File: config.mk
export PLATFORM = sky130hd
export DESIGN_NAME = linear_interp_pcm_resampler_unit
export DESIGN_NICKNAME = d
export VERILOG_FILES = /design/src/hw/rtl/lipr_pkg.sv /design/src/hw/rtl/lipr_front.sv /design/src/hw/rtl/lipr_queue.sv /design/src/hw/rtl/lipr_back.sv /design/src/hw/rtl/linear_interp_pcm_resampler_unit.sv
export SDC_FILE = /design/constraint.sdc
export NUM_CORES = 2
export LEC_CHECK = 0
export ABC_AREA = 1
export BUFFER_PORTS_ARGS = -buffer_cell sky130_fd_sc_hd__buf_2
export CAP_MARGIN = 25
export CORE_MARGIN = 2
export CORE_UTILIZATION = 35
export CTS_CLUSTER_DIAMETER = 120
export CTS_CLUSTER_SIZE = 14
export DETAILED_ROUTE_END_ITERATION = 8
export HOLD_SLACK_MARGIN = 0.06
export SETUP_SLACK_MARGIN = 0.3
export SYNTH_ARGS = -nofsm -noshare
export SYNTH_HDL_FRONTEND = slang
export SYNTH_HIERARCHICAL = 1
export SYNTH_SLANG_ARGS = --single-unit
File: constraint.sdc
create_clock -name clk -period 17.3 [get_ports clk]
set_input_delay 1.73 -clock clk [delete_from_list [all_inputs] [get_ports clk]]
set_output_delay 1.73 -clock clk [all_outputs]
set_load 0.005 [all_outputs]
File: src/hw/rtl/lipr_pkg.sv
// shared types and constants for the linear interpolation pcm resampler
// no dependencies; used by every module under hw/rtl
package lipr_pkg;

  localparam int IN_W        = 32;
  localparam int SAMPLE_W    = 16;
  localparam int DIFF_W      = SAMPLE_W + 1;
  localparam int CONV_SHIFT  = 13;
  localparam int STEP_W      = 18;
  localparam int MAX_RUN     = 8;
  localparam int RUN_CNT_W   = $clog2(MAX_RUN);
  localparam int QUEUE_DEPTH = 4;
  localparam int CFG_IDX_W   = 1;

  localparam logic [CFG_IDX_W-1:0] REG_PHASE_STEP  = 1'd0;
  localparam logic [CFG_IDX_W-1:0] REG_STEREO_MODE = 1'd1;

  localparam logic [STEP_W-1:0] STEP_RESET = 18'd65536;

  localparam logic signed [SAMPLE_W-1:0] SAMPLE_MAX = 16'sh7fff;
  localparam logic signed [SAMPLE_W-1:0] SAMPLE_MIN = -16'sh8000;

  // one classified input item: previous pair and the step to the current pair
  typedef struct packed {
    logic signed [SAMPLE_W-1:0] prev_l;
    logic signed [SAMPLE_W-1:0] prev_r;
    logic signed [DIFF_W-1:0]   diff_l;
    logic signed [DIFF_W-1:0]   diff_r;
  } entry_t;

  // arithmetic shift toward minus infinity, then saturate to 16 bits
  function automatic logic signed [SAMPLE_W-1:0] conv_sample(
      input logic signed [IN_W-1:0] s);
    logic signed [IN_W-CONV_SHIFT-1:0] sh;
    logic signed [SAMPLE_W-1:0]        r;
    sh = (IN_W-CONV_SHIFT)'(s >>> CONV_SHIFT);
    if (sh > (IN_W-CONV_SHIFT)'(SAMPLE_MAX)) begin
      r = SAMPLE_MAX;
    end else if (sh < (IN_W-CONV_SHIFT)'(SAMPLE_MIN)) begin
      r = SAMPLE_MIN;
    end else begin
      r = sh[SAMPLE_W-1:0];
    end
    return r;
  endfunction

endpackage

File: src/hw/rtl/lipr_front.sv
// front end: accepts sample pairs, converts them to 16 bits, keeps the previous pair
// depends on lipr_pkg
module lipr_front (
  input  logic                           clk,
  input  logic                           rst,
  input  logic                           stereo_mode,
  input  logic                           in_valid,
  output logic                           in_ready,
  input  logic signed [lipr_pkg::IN_W-1:0] left_sample,
  input  logic signed [lipr_pkg::IN_W-1:0] right_sample,
  output logic                           push,
  input  logic                           q_full,
  output lipr_pkg::entry_t               push_data
);

  logic signed [lipr_pkg::SAMPLE_W-1:0] prev_l;
  logic signed [lipr_pkg::SAMPLE_W-1:0] prev_r;
  logic signed [lipr_pkg::SAMPLE_W-1:0] cur_l;
  logic signed [lipr_pkg::SAMPLE_W-1:0] cur_r;

  assign in_ready = !q_full;
  assign push     = in_valid && in_ready;

  assign cur_l = lipr_pkg::conv_sample(left_sample);
  assign cur_r = lipr_pkg::conv_sample(right_sample);

  always_comb begin
    push_data.prev_l = prev_l;
    push_data.prev_r = prev_r;
    push_data.diff_l = {cur_l[lipr_pkg::SAMPLE_W-1], cur_l}
                     - {prev_l[lipr_pkg::SAMPLE_W-1], prev_l};
    push_data.diff_r = {cur_r[lipr_pkg::SAMPLE_W-1], cur_r}
                     - {prev_r[lipr_pkg::SAMPLE_W-1], prev_r};
  end

  always_ff @(posedge clk) begin
    if (rst) begin
      prev_l <= '0;
      prev_r <= '0;
    end else if (push) begin
      prev_l <= cur_l;
      if (stereo_mode) begin
        prev_r <= cur_r;
      end
    end
  end

endmodule

File: src/hw/rtl/lipr_queue.sv
// short queue of classified items between front and back
// depends on lipr_pkg
module lipr_queue (
  input  logic             clk,
  input  logic             rst,
  input  logic             push,
  input  lipr_pkg::entry_t push_data,
  output logic             full,
  input  logic             pop,
  output logic             q_valid,
  output lipr_pkg::entry_t q_data
);

  localparam int PTR_W = $clog2(lipr_pkg::QUEUE_DEPTH);
  localparam int CNT_W = $clog2(lipr_pkg::QUEUE_DEPTH + 1);

  lipr_pkg::entry_t mem [lipr_pkg::QUEUE_DEPTH];
  logic [PTR_W-1:0] wr_ptr;
  logic [PTR_W-1:0] rd_ptr;
  logic [CNT_W-1:0] count;

  assign full    = (count == CNT_W'(lipr_pkg::QUEUE_DEPTH));
  assign q_valid = (count != '0);
  assign q_data  = mem[rd_ptr];

  always_ff @(posedge clk) begin
    if (push) begin
      mem[wr_ptr] <= push_data;
    end
  end

  always_ff @(posedge clk) begin
    if (rst) begin
      wr_ptr <= '0;
      rd_ptr <= '0;
      count  <= '0;
    end else begin
      if (push) begin
        wr_ptr <= (wr_ptr == PTR_W'(lipr_pkg::QUEUE_DEPTH - 1)) ? '0 : wr_ptr + 1'b1;
      end
      if (pop) begin
        rd_ptr <= (rd_ptr == PTR_W'(lipr_pkg::QUEUE_DEPTH - 1)) ? '0 : rd_ptr + 1'b1;
      end
      count <= count + CNT_W'(push) - CNT_W'(pop);
    end
  end

  a_no_overflow: assert property (@(posedge clk) disable iff (rst) !(push && full))
    else $error("queue written while full");
  a_no_underflow: assert property (@(posedge clk) disable iff (rst) !(pop && !q_valid))
    else $error("queue read while empty");

endmodule

File: src/hw/rtl/lipr_back.sv
// back end: phase sequencer, multiply stage and output register
// depends on lipr_pkg
module lipr_back #(
  parameter int FRAC_BITS = 16
) (
  input  logic                                clk,
  input  logic                                rst,
  input  logic [lipr_pkg::STEP_W-1:0]         phase_step,
  input  logic                                stereo_mode,
  input  logic                                q_valid,
  input  lipr_pkg::entry_t                    q_data,
  output logic                                pop,
  output logic                                out_valid,
  input  logic                                out_ready,
  output logic signed [lipr_pkg::SAMPLE_W-1:0] out_left,
  output logic signed [lipr_pkg::SAMPLE_W-1:0] out_right,
  output logic                                out_last
);

  localparam int PH_W   = ((FRAC_BITS + 1 > lipr_pkg::STEP_W) ?
                           FRAC_BITS + 1 : lipr_pkg::STEP_W) + 1;
  localparam int PROD_W = lipr_pkg::DIFF_W + FRAC_BITS + 1;
  localparam logic [PH_W-1:0] ONE = PH_W'(1) << FRAC_BITS;

  logic                             busy;
  lipr_pkg::entry_t                 cur;
  logic [PH_W-1:0]                  ph;
  logic [lipr_pkg::RUN_CNT_W-1:0]   n;

  logic                             en;
  logic                             issue;
  logic                             last_issue;
  logic                             finishing;
  logic [PH_W-1:0]                  ph_step;
  logic [PH_W-1:0]                  finish_phase;
  logic [PH_W-1:0]                  ph_base;
  logic signed [FRAC_BITS:0]        frac;

  logic                             s1_valid;
  logic                             s1_last;
  logic signed [PROD_W-1:0]         s1_prod_l;
  logic signed [PROD_W-1:0]         s1_prod_r;
  logic signed [lipr_pkg::SAMPLE_W-1:0] s1_prev_l;
  logic signed [lipr_pkg::SAMPLE_W-1:0] s1_prev_r;
  logic signed [lipr_pkg::SAMPLE_W-1:0] res_l;
  logic signed [lipr_pkg::SAMPLE_W-1:0] res_r;

  assign en           = !out_valid || out_ready;
  assign issue        = busy && en;
  assign ph_step      = ph + PH_W'(phase_step);
  assign last_issue   = (ph_step >= ONE) || (n == lipr_pkg::RUN_CNT_W'(lipr_pkg::MAX_RUN - 1));
  assign finishing    = issue && last_issue;
  assign finish_phase = (ph_step >= ONE) ? ph_step - ONE : '0;
  assign ph_base      = finishing ? finish_phase : ph;
  assign pop          = q_valid && (!busy || finishing);
  assign frac         = {1'b0, ph[FRAC_BITS-1:0]};

  // phase sequencer
  always_ff @(posedge clk) begin
    if (rst) begin
      busy <= 1'b0;
      ph   <= '0;
      n    <= '0;
    end else if (pop) begin
      if (ph_base >= ONE) begin
        busy <= 1'b0;
        ph   <= ph_base - ONE;
      end else begin
        busy <= 1'b1;
        ph   <= ph_base;
        n    <= '0;
      end
    end else if (finishing) begin
      busy <= 1'b0;
      ph   <= finish_phase;
    end else if (issue) begin
      ph <= ph_step;
      n  <= n + 1'b1;
    end
  end

  always_ff @(posedge clk) begin
    if (pop) begin
      cur <= q_data;
    end
  end

  // multiply stage
  always_ff @(posedge clk) begin
    if (rst) begin
      s1_valid <= 1'b0;
    end else if (en) begin
      s1_valid <= issue;
    end
  end

  always_ff @(posedge clk) begin
    if (en) begin
      s1_last   <= last_issue;
      s1_prod_l <= PROD_W'(cur.diff_l * frac);
      s1_prod_r <= PROD_W'(cur.diff_r * frac);
      s1_prev_l <= cur.prev_l;
      s1_prev_r <= cur.prev_r;
    end
  end

  // floor shift, then add; the sum always fits 16 bits
  assign res_l = s1_prev_l + s1_prod_l[FRAC_BITS +: lipr_pkg::SAMPLE_W];
  assign res_r = stereo_mode ? s1_prev_r + s1_prod_r[FRAC_BITS +: lipr_pkg::SAMPLE_W]
                             : res_l;

  // output register
  always_ff @(posedge clk) begin
    if (rst) begin
      out_valid <= 1'b0;
    end else if (en) begin
      out_valid <= s1_valid;
    end
  end

  always_ff @(posedge clk) begin
    if (en) begin
      out_left  <= res_l;
      out_right <= res_r;
      out_last  <= s1_last;
    end
  end

  a_phase_in_range: assert property (@(posedge clk) disable iff (rst) busy |-> ph < ONE)
    else $error("sequencer running with phase at or above one");
  a_run_limit: assert property (@(posedge clk) disable iff (rst)
      issue && n == lipr_pkg::RUN_CNT_W'(lipr_pkg::MAX_RUN - 1) |-> finishing)
    else $error("run exceeded the result limit");
  a_stage_hold: assert property (@(posedge clk) disable iff (rst)
      s1_valid && !en |=> s1_valid && $stable(s1_prod_l) && $stable(s1_last))
    else $error("multiply stage lost a result under stall");

endmodule

File: src/hw/rtl/linear_interp_pcm_resampler_unit.sv
// top level of the linear interpolation pcm resampler
// depends on lipr_pkg, lipr_front, lipr_queue, lipr_back
//
// usage:
//   s_* carries one decoded sample pair per beat (signed, 28 fraction bits).
//   m_* carries interpolated 16-bit pairs; m_tlast marks the final beat
//   caused by one input beat. An input whose phase is already at or above one
//   causes no output beat.
//   cfg_* writes phase_step (index 0) and stereo_mode (index 1); write only
//   while no input is in flight. cfg_ready is always high.
// timing:
//   an input beat causes n outputs (0..8); the phase sequencer issues one output
//   per cycle while m_tready does not stall the back end.
//   an input beat goes through the queue, sequencer, multiply stage and output
//   register; a 4-entry queue lets the front keep accepting during long runs.
// reset:
//   clears the previous pair and the phase, sets phase_step to 1.0 and stereo.
// stall:
//   a low m_tready freezes the multiply stage and output register; the queue
//   then fills and s_tready drops.
module linear_interp_pcm_resampler_unit #(
  parameter int FRAC_BITS = 16
) (
  input  logic                                 clk,
  input  logic                                 rst,
  input  logic                                 s_tvalid,
  output logic                                 s_tready,
  input  logic [2*lipr_pkg::IN_W-1:0]          s_tdata,   // left_sample, right_sample
  output logic                                 m_tvalid,
  input  logic                                 m_tready,
  output logic [2*lipr_pkg::SAMPLE_W-1:0]      m_tdata,   // out_left, out_right
  output logic                                 m_tlast,
  input  logic                                 cfg_valid,
  output logic                                 cfg_ready,
  input  logic [lipr_pkg::CFG_IDX_W-1:0]       cfg_index,
  input  logic [lipr_pkg::STEP_W-1:0]          cfg_data
);

  logic [lipr_pkg::STEP_W-1:0] phase_step;
  logic                        stereo_mode;

  logic                        push;
  logic                        q_full;
  lipr_pkg::entry_t            push_data;
  logic                        pop;
  logic                        q_valid;
  lipr_pkg::entry_t            q_data;

  logic signed [lipr_pkg::SAMPLE_W-1:0] out_left;
  logic signed [lipr_pkg::SAMPLE_W-1:0] out_right;

  assign cfg_ready = 1'b1;

  always_ff @(posedge clk) begin
    if (rst) begin
      phase_step  <= lipr_pkg::STEP_RESET;
      stereo_mode <= 1'b1;
    end else if (cfg_valid && cfg_ready) begin
      case (cfg_index)
        lipr_pkg::REG_PHASE_STEP:  phase_step  <= cfg_data;
        lipr_pkg::REG_STEREO_MODE: stereo_mode <= cfg_data[0];
        default: ;
      endcase
    end
  end

  lipr_front u_front (
    .clk          (clk),
    .rst          (rst),
    .stereo_mode  (stereo_mode),
    .in_valid     (s_tvalid),
    .in_ready     (s_tready),
    .left_sample  (s_tdata[lipr_pkg::IN_W-1:0]),
    .right_sample (s_tdata[2*lipr_pkg::IN_W-1:lipr_pkg::IN_W]),
    .push         (push),
    .q_full       (q_full),
    .push_data    (push_data)
  );

  lipr_queue u_queue (
    .clk       (clk),
    .rst       (rst),
    .push      (push),
    .push_data (push_data),
    .full      (q_full),
    .pop       (pop),
    .q_valid   (q_valid),
    .q_data    (q_data)
  );

  lipr_back #(
    .FRAC_BITS (FRAC_BITS)
  ) u_back (
    .clk         (clk),
    .rst         (rst),
    .phase_step  (phase_step),
    .stereo_mode (stereo_mode),
    .q_valid     (q_valid),
    .q_data      (q_data),
    .pop         (pop),
    .out_valid   (m_tvalid),
    .out_ready   (m_tready),
    .out_left    (out_left),
    .out_right   (out_right),
    .out_last    (m_tlast)
  );

  assign m_tdata = {out_right, out_left};

endmodule

# Yosys cells after proc, flatten, opt, wreduce, memory -nomap -nowiden
# Memories as Yosys holds them, arrays and structs flattened. A register that Yosys moved wholly into a read port is not among the register bits.
# Cells that the tools add are included.
# W data, S select, Z words.
# op_classes
n_lt_le_gt_ge,6
eq_ne,6
multipliers,2
n_mux,22
reduce_logical,18
n_addsub,12
bitwise_logic,1
# ops
operator,count
$mux W19,6
$mux W16,5
$mul A17 B17 Y32,2
$ge A19 B17 Y1 const B,2
$gt A19 B16 Y1 const B,2
$lt A19 B16 Y1 const B,2
$sub A19 B17 Y19 const B,2
$sub A16 B16 Y17,2
$add A16 B16 Y16,2
$add A19 B18 Y19,1
$mux W3,4
$eq A3 B3 Y1 const B,2
$reduce_and A2 Y1,3
$reduce_bool A3 Y1,2
$mux W1,5
$add A2 B1 Y2 const B,2
$eq A2 B2 Y1 const B,2
$logic_and A1 B1 Y1,4
$mux W2,2
$ne A2 B2 Y1 const B,2
$reduce_bool A2 Y1,2
$add A3 B1 Y3,1
$add A3 B1 Y3 const B,1
$logic_not A1 Y1,3
4 further kinds,6
# totals
n_memories,1
ramBits,264
word_cells,88
output_inout_bits,36
in_bits,88
reg_bits,213
# memory_table
memory,words,width,rd,rd_clocked_by_memory_dff,write_ports,line,text
u_queue.mem,4,66,1,1,1,lipr_queue.sv:17,lipr_pkg::entry_t mem [lipr_pkg::QUEUE_DEPTH];

# Longest topological paths before layout
# logic_depth
depth_word,8
depth_mapped,37
mapped_depth_nobuf,37

# Hierarchy
# The synthesis kept the hierarchy.
# by_module_without_submodules
module,area_each_um2,n_inst,seq_area_each_um2,cells_per_inst
lipr_back,29452.0,1,5425.2,3405
lipr_queue,10825.4,1,8107.8,829
lipr_front,3797.4,1,640.6,690
linear_interp_pcm_resampler_unit,834.6,1,380.4,122

# Worst setup path before layout
# No wires, ideal clock.
# synth_timing
kind,flip-flop to flip-flop
startpoint,register u_back.ph[7]
endpoint,register u_back.s1_prod_r[28] (data pin)
period_less_slack_ns,6.172
setup_time_ns,0.262
setup_slack_ns,11.128
arrival_ns,5.909
path_buffers,2
required_ns,17.038
path_stages_with_launch,28
path_cell_list,dfxtp_1 clkbuf_1 buf_1 nand2_1 inv_1 fa_1 inv_1 fa_1 fa_1 fa_1 inv_1 fa_1 inv_1 fa_1 inv_1 ha_1 a21oi_1 a21boi_0 nand2_1 a31oi_1 o21bai_1 a31oi_1 o21ai_0 a21boi_0 inv_1 a21oi_1 o21bai_1 xor2_1
# synth_via
elab_chain_len,1
# synth_lines
element,line,text
start: declaration,lipr_back.sv:27,logic [PH_W-1:0] ph;
start signal: assignment,lipr_back.sv:67,ph <= ph_base - ONE;
start signal: assignment,lipr_back.sv:70,ph <= ph_base;
start signal: assignment,lipr_back.sv:75,ph <= finish_phase;
$mul A17 B17 Y32,lipr_back.sv:101,s1_prod_r <= PROD_W'(cur.diff_r * frac);
end signal: assignment,lipr_back.sv:101,
end: declaration,lipr_back.sv:42,logic signed [PROD_W-1:0] s1_prod_r;
# No other way between the ends.
# A chain may end at the register's enable or synchronous reset.

# Final worst setup path
# layout_timing
startpoint,register u_back.ph[8]
endpoint,register u_back.s1_prod_r[28] (data pin)
# Same word-level chain as after synthesis.

==> flow_summary.toml <==
[run_status]
outcome = "completed"

[clocking]
clockBufferDepth = 3
clock_latency_ns = 0.61
post_cts_resized = 0
ctsHoldBuffers = 0
htreeDepth = 2
clkSinkCount = 513
cts_setup_buffers = 0
cts_buffers = 42
cts-root-buf = "clkbuf_16"
path_clk_slew_ns = 0.08
tritoncts = "built"

[die]
rows = 131
die-area_um2 = 131200
core_um2 = 127500
ios = 124
die_w_um = 362.2
initial_utilization_pct = 35.22
dieHeight_um = 362.2

[worst_hold_path]
whs_path_depth = 0
worstHoldStart = "u_back/cur[60]$_DFFE_PP_"
hold_class = "reg2reg"
holdPathEnd = "u_back/s1_prev_l[10]$_DFFE_PP_"

[placement]
io_buffers = 96
dpl.hpwl_mm = 74.10
gp_congestion = 0.8503
pre_cts_ws_ns = 10.07

[route]
wl_per_cell_um = 14.95
vias = 30890
wl_mm = 100.4
viasPerCell = 4.600
postRouteAntennaNets = 0
drt_pass1_iterations = 5
drc = 0
drt_iter0_drc = 1824

[global_routing]
track_usage_pct = 15.96
antenna_found_initial = 1
grt_start_max_net_pins = 113
top_usage_layer = "met2"
grt_pass1_vias = 31590
overflow = 0
use_met2_pct = 27.88
grt_pass1_wl_mm = 167.8
grt_util_met1_pct = 21.16
met3_usage_pct = 1.247

[cells_and_area]
multiInputGateArea_um2 = 24160
regArea_um2 = 14560
layout_commonest_cell = "inv_1"
area_growth_pct = 7.071
fillerInstances = 12740
layout.nets = 5895
layout_common_cells = "1360 x inv_1, 1154 x nand2_1, 536 x fa_1"
drive_above_1_share_pct = 5.542

[synthesis]
syn_area_um2 = 44910
yosys_warnings = 6
synth_edf_count = 428
postSynth.asyncResetShare_pct = 0
synth_seq_cells = 513
yosys.area.top_type = "edfxtp_1"
syn_area_per_cell_um2 = 8.900
synth_top_area_share_pct = 28.62
yosysSeqAreaShare_pct = 32.41
synth_cell_types = 54
syn_nets = 5923
synth.area.top_cells = "edfxtp_1 29%, fa_1 24%, inv_1 11%"
synthCells = 5046
synth_top_flop_cell = "edfxtp_1"

[setup_path]
end_kind = "register"
r2r-end = "u_back/s1_prod_r[28]$_DFFE_PP_"
cp.arrival_ns = 7.51
regToRegSetupSlack_ns = 10.14
cp_max_fo = 26
startpoint_type = "register"
cp.required_ns = 17.65
r2r-start = "u_back/ph[8]$_SDFFE_PP0P_"
critPathKind = "reg2reg"
r2r_cells = 26

[sta]
hold_viol = 0
drv_slew = 0
slew_headroom_pct = 30.73
worst_slack_ns = 10.14
post-route-period-util_pct = 41.39
setup_tns_ns = 0
rsz0062_at_grt = "false"
tightest_slew_ns = 1.039
clock_skew_ns = 0.05189
setup_viol = 0
holdWs_ns = 0.3938
fmax_mhz = 139.6
fin_crit_ns = 7.161

[flow_run]
max_cap_viol_count = 0
==> Yosys cell counts, drive strengths merged (12+ instances only) <==
master  count
nor2      155
fa        536
a31oi      12
nand2    1193
nand4      12
nand3     115
a21oi     218
xnor2      44
edfxtp    428
ha        253
clkbuf    117
buf        94
dfxtp      85
o211ai     96
nor3       17
xor2       63
inv      1380
o21ai     159
==> critical path, cell delays in order (launching register included) <==
cell and delay [ns]:
dfxtp_1 0.81, buf_4 0.54, nand2_1 0.14, fa_1 0.44, inv_1 0.06, ha_1 0.13, inv_1 0.05, fa_1 0.46
fa_1 0.55, inv_1 0.05, fa_1 0.48, inv_1 0.05, fa_1 0.47, inv_1 0.04, ha_1 0.28, a21oi_1 0.18
a21boi_0 0.23, nand2_1 0.07, a31oi_1 0.15, o21bai_1 0.12, a31oi_1 0.30, o21ai_0 0.31, a21boi_0 0.36, inv_1 0.08
a21oi_1 0.25, o21bai_1 0.12, xor2_1 0.15
==> cell type report <==
type	count	share of cell area, %
repair buffers	139	1.712
diodes	1	0.005204
clock inverters	3	0.1301
flip-flops and latches	513	30.28
clock buffers	75	2.488
multi-input cells	2940	50.25
inverters	1382	10.80
well taps	1662	4.325
==> worst max-delay path by stage <==
stage | depth (start not counted) | to | slack (ns) | startpoint
2_1_floorplan | 27 | u_back/s1_prod_r[28]$_DFFE_PP_ | 11.13 | u_back/ph[7]$_SDFFE_PP0P_
3_3_place_gp | 23 | u_back/s1_prod_l[28]$_DFFE_PP_ | 10.14 | u_back/ph[8]$_SDFFE_PP0P_
3_5_place_dp | 23 | u_back/s1_prod_l[28]$_DFFE_PP_ | 10.07 | u_back/ph[8]$_SDFFE_PP0P_
4_1_cts | 23 | u_back/s1_prod_l[28]$_DFFE_PP_ | 10.04 | u_back/ph[8]$_SDFFE_PP0P_
5_1_grt | 26 | u_back/s1_prod_r[28]$_DFFE_PP_ | 9.60 | u_back/ph[8]$_SDFFE_PP0P_
6_report | 26 | u_back/s1_prod_r[28]$_DFFE_PP_ | 10.14 | u_back/ph[8]$_SDFFE_PP0P_
==> metrics by stage <==
| step | cell area [um2] | cells | util (%) |
|---|---|---|---|
| after floorplan | 44910 | 5046 | - |
| after global placement | 46790 | 6634 | 36.69 |
| after detailed placement | 46790 | 6634 | 36.69 |
| after CTS | 48050 | 6712 | 37.68 |
| after global routing | 48080 | 6714 | 37.71 |
| final | 48080 | 6715 | 37.71 |
==> state kept, by name (all words and copies together), names as in the netlist, 3 cells and up, named ones only <==
| register | count |
|---|---|
| u_front/prev_l | 16 |
| u_back/n | 3 |
| u_back/s1_prev_r | 16 |
| u_back/out_left | 16 |
| phase_step | 18 |
| u_queue/count | 3 |
| u_queue/mem | 264 |
| u_back/s1_prod_r | 16 |
| u_front/prev_r | 16 |
| u_back/s1_prev_l | 16 |
| u_back/out_right | 16 |
| u_back/cur | 66 |
| u_back/s1_prod_l | 16 |
| u_back/ph | 19 |
==> cells by family (layout without fill, tap and decap cells) <==
group	Yosys count	after routing	synth area share (%)
flops	513	513	32.41
simple gates	1510	1510	13.79
xor+xnor	107	107	2.087
fa+ha+maj	789	789	30.94
compound gates	533	533	6.976
buf+inv	1593	1599	13.79
other cells	1	2	0.008350
==> per-layer routing <==
metal  share of wire [%]  vias up
met3                 3.6      136
met1                  45    15050
li1                    -    15130
met5                   0        -
met4                 2.9        0
met2                  49      578
Power is left out: the tool's default activity adds up to more than one toggle a clock period on the data nets, which glitch-free logic cannot reach.
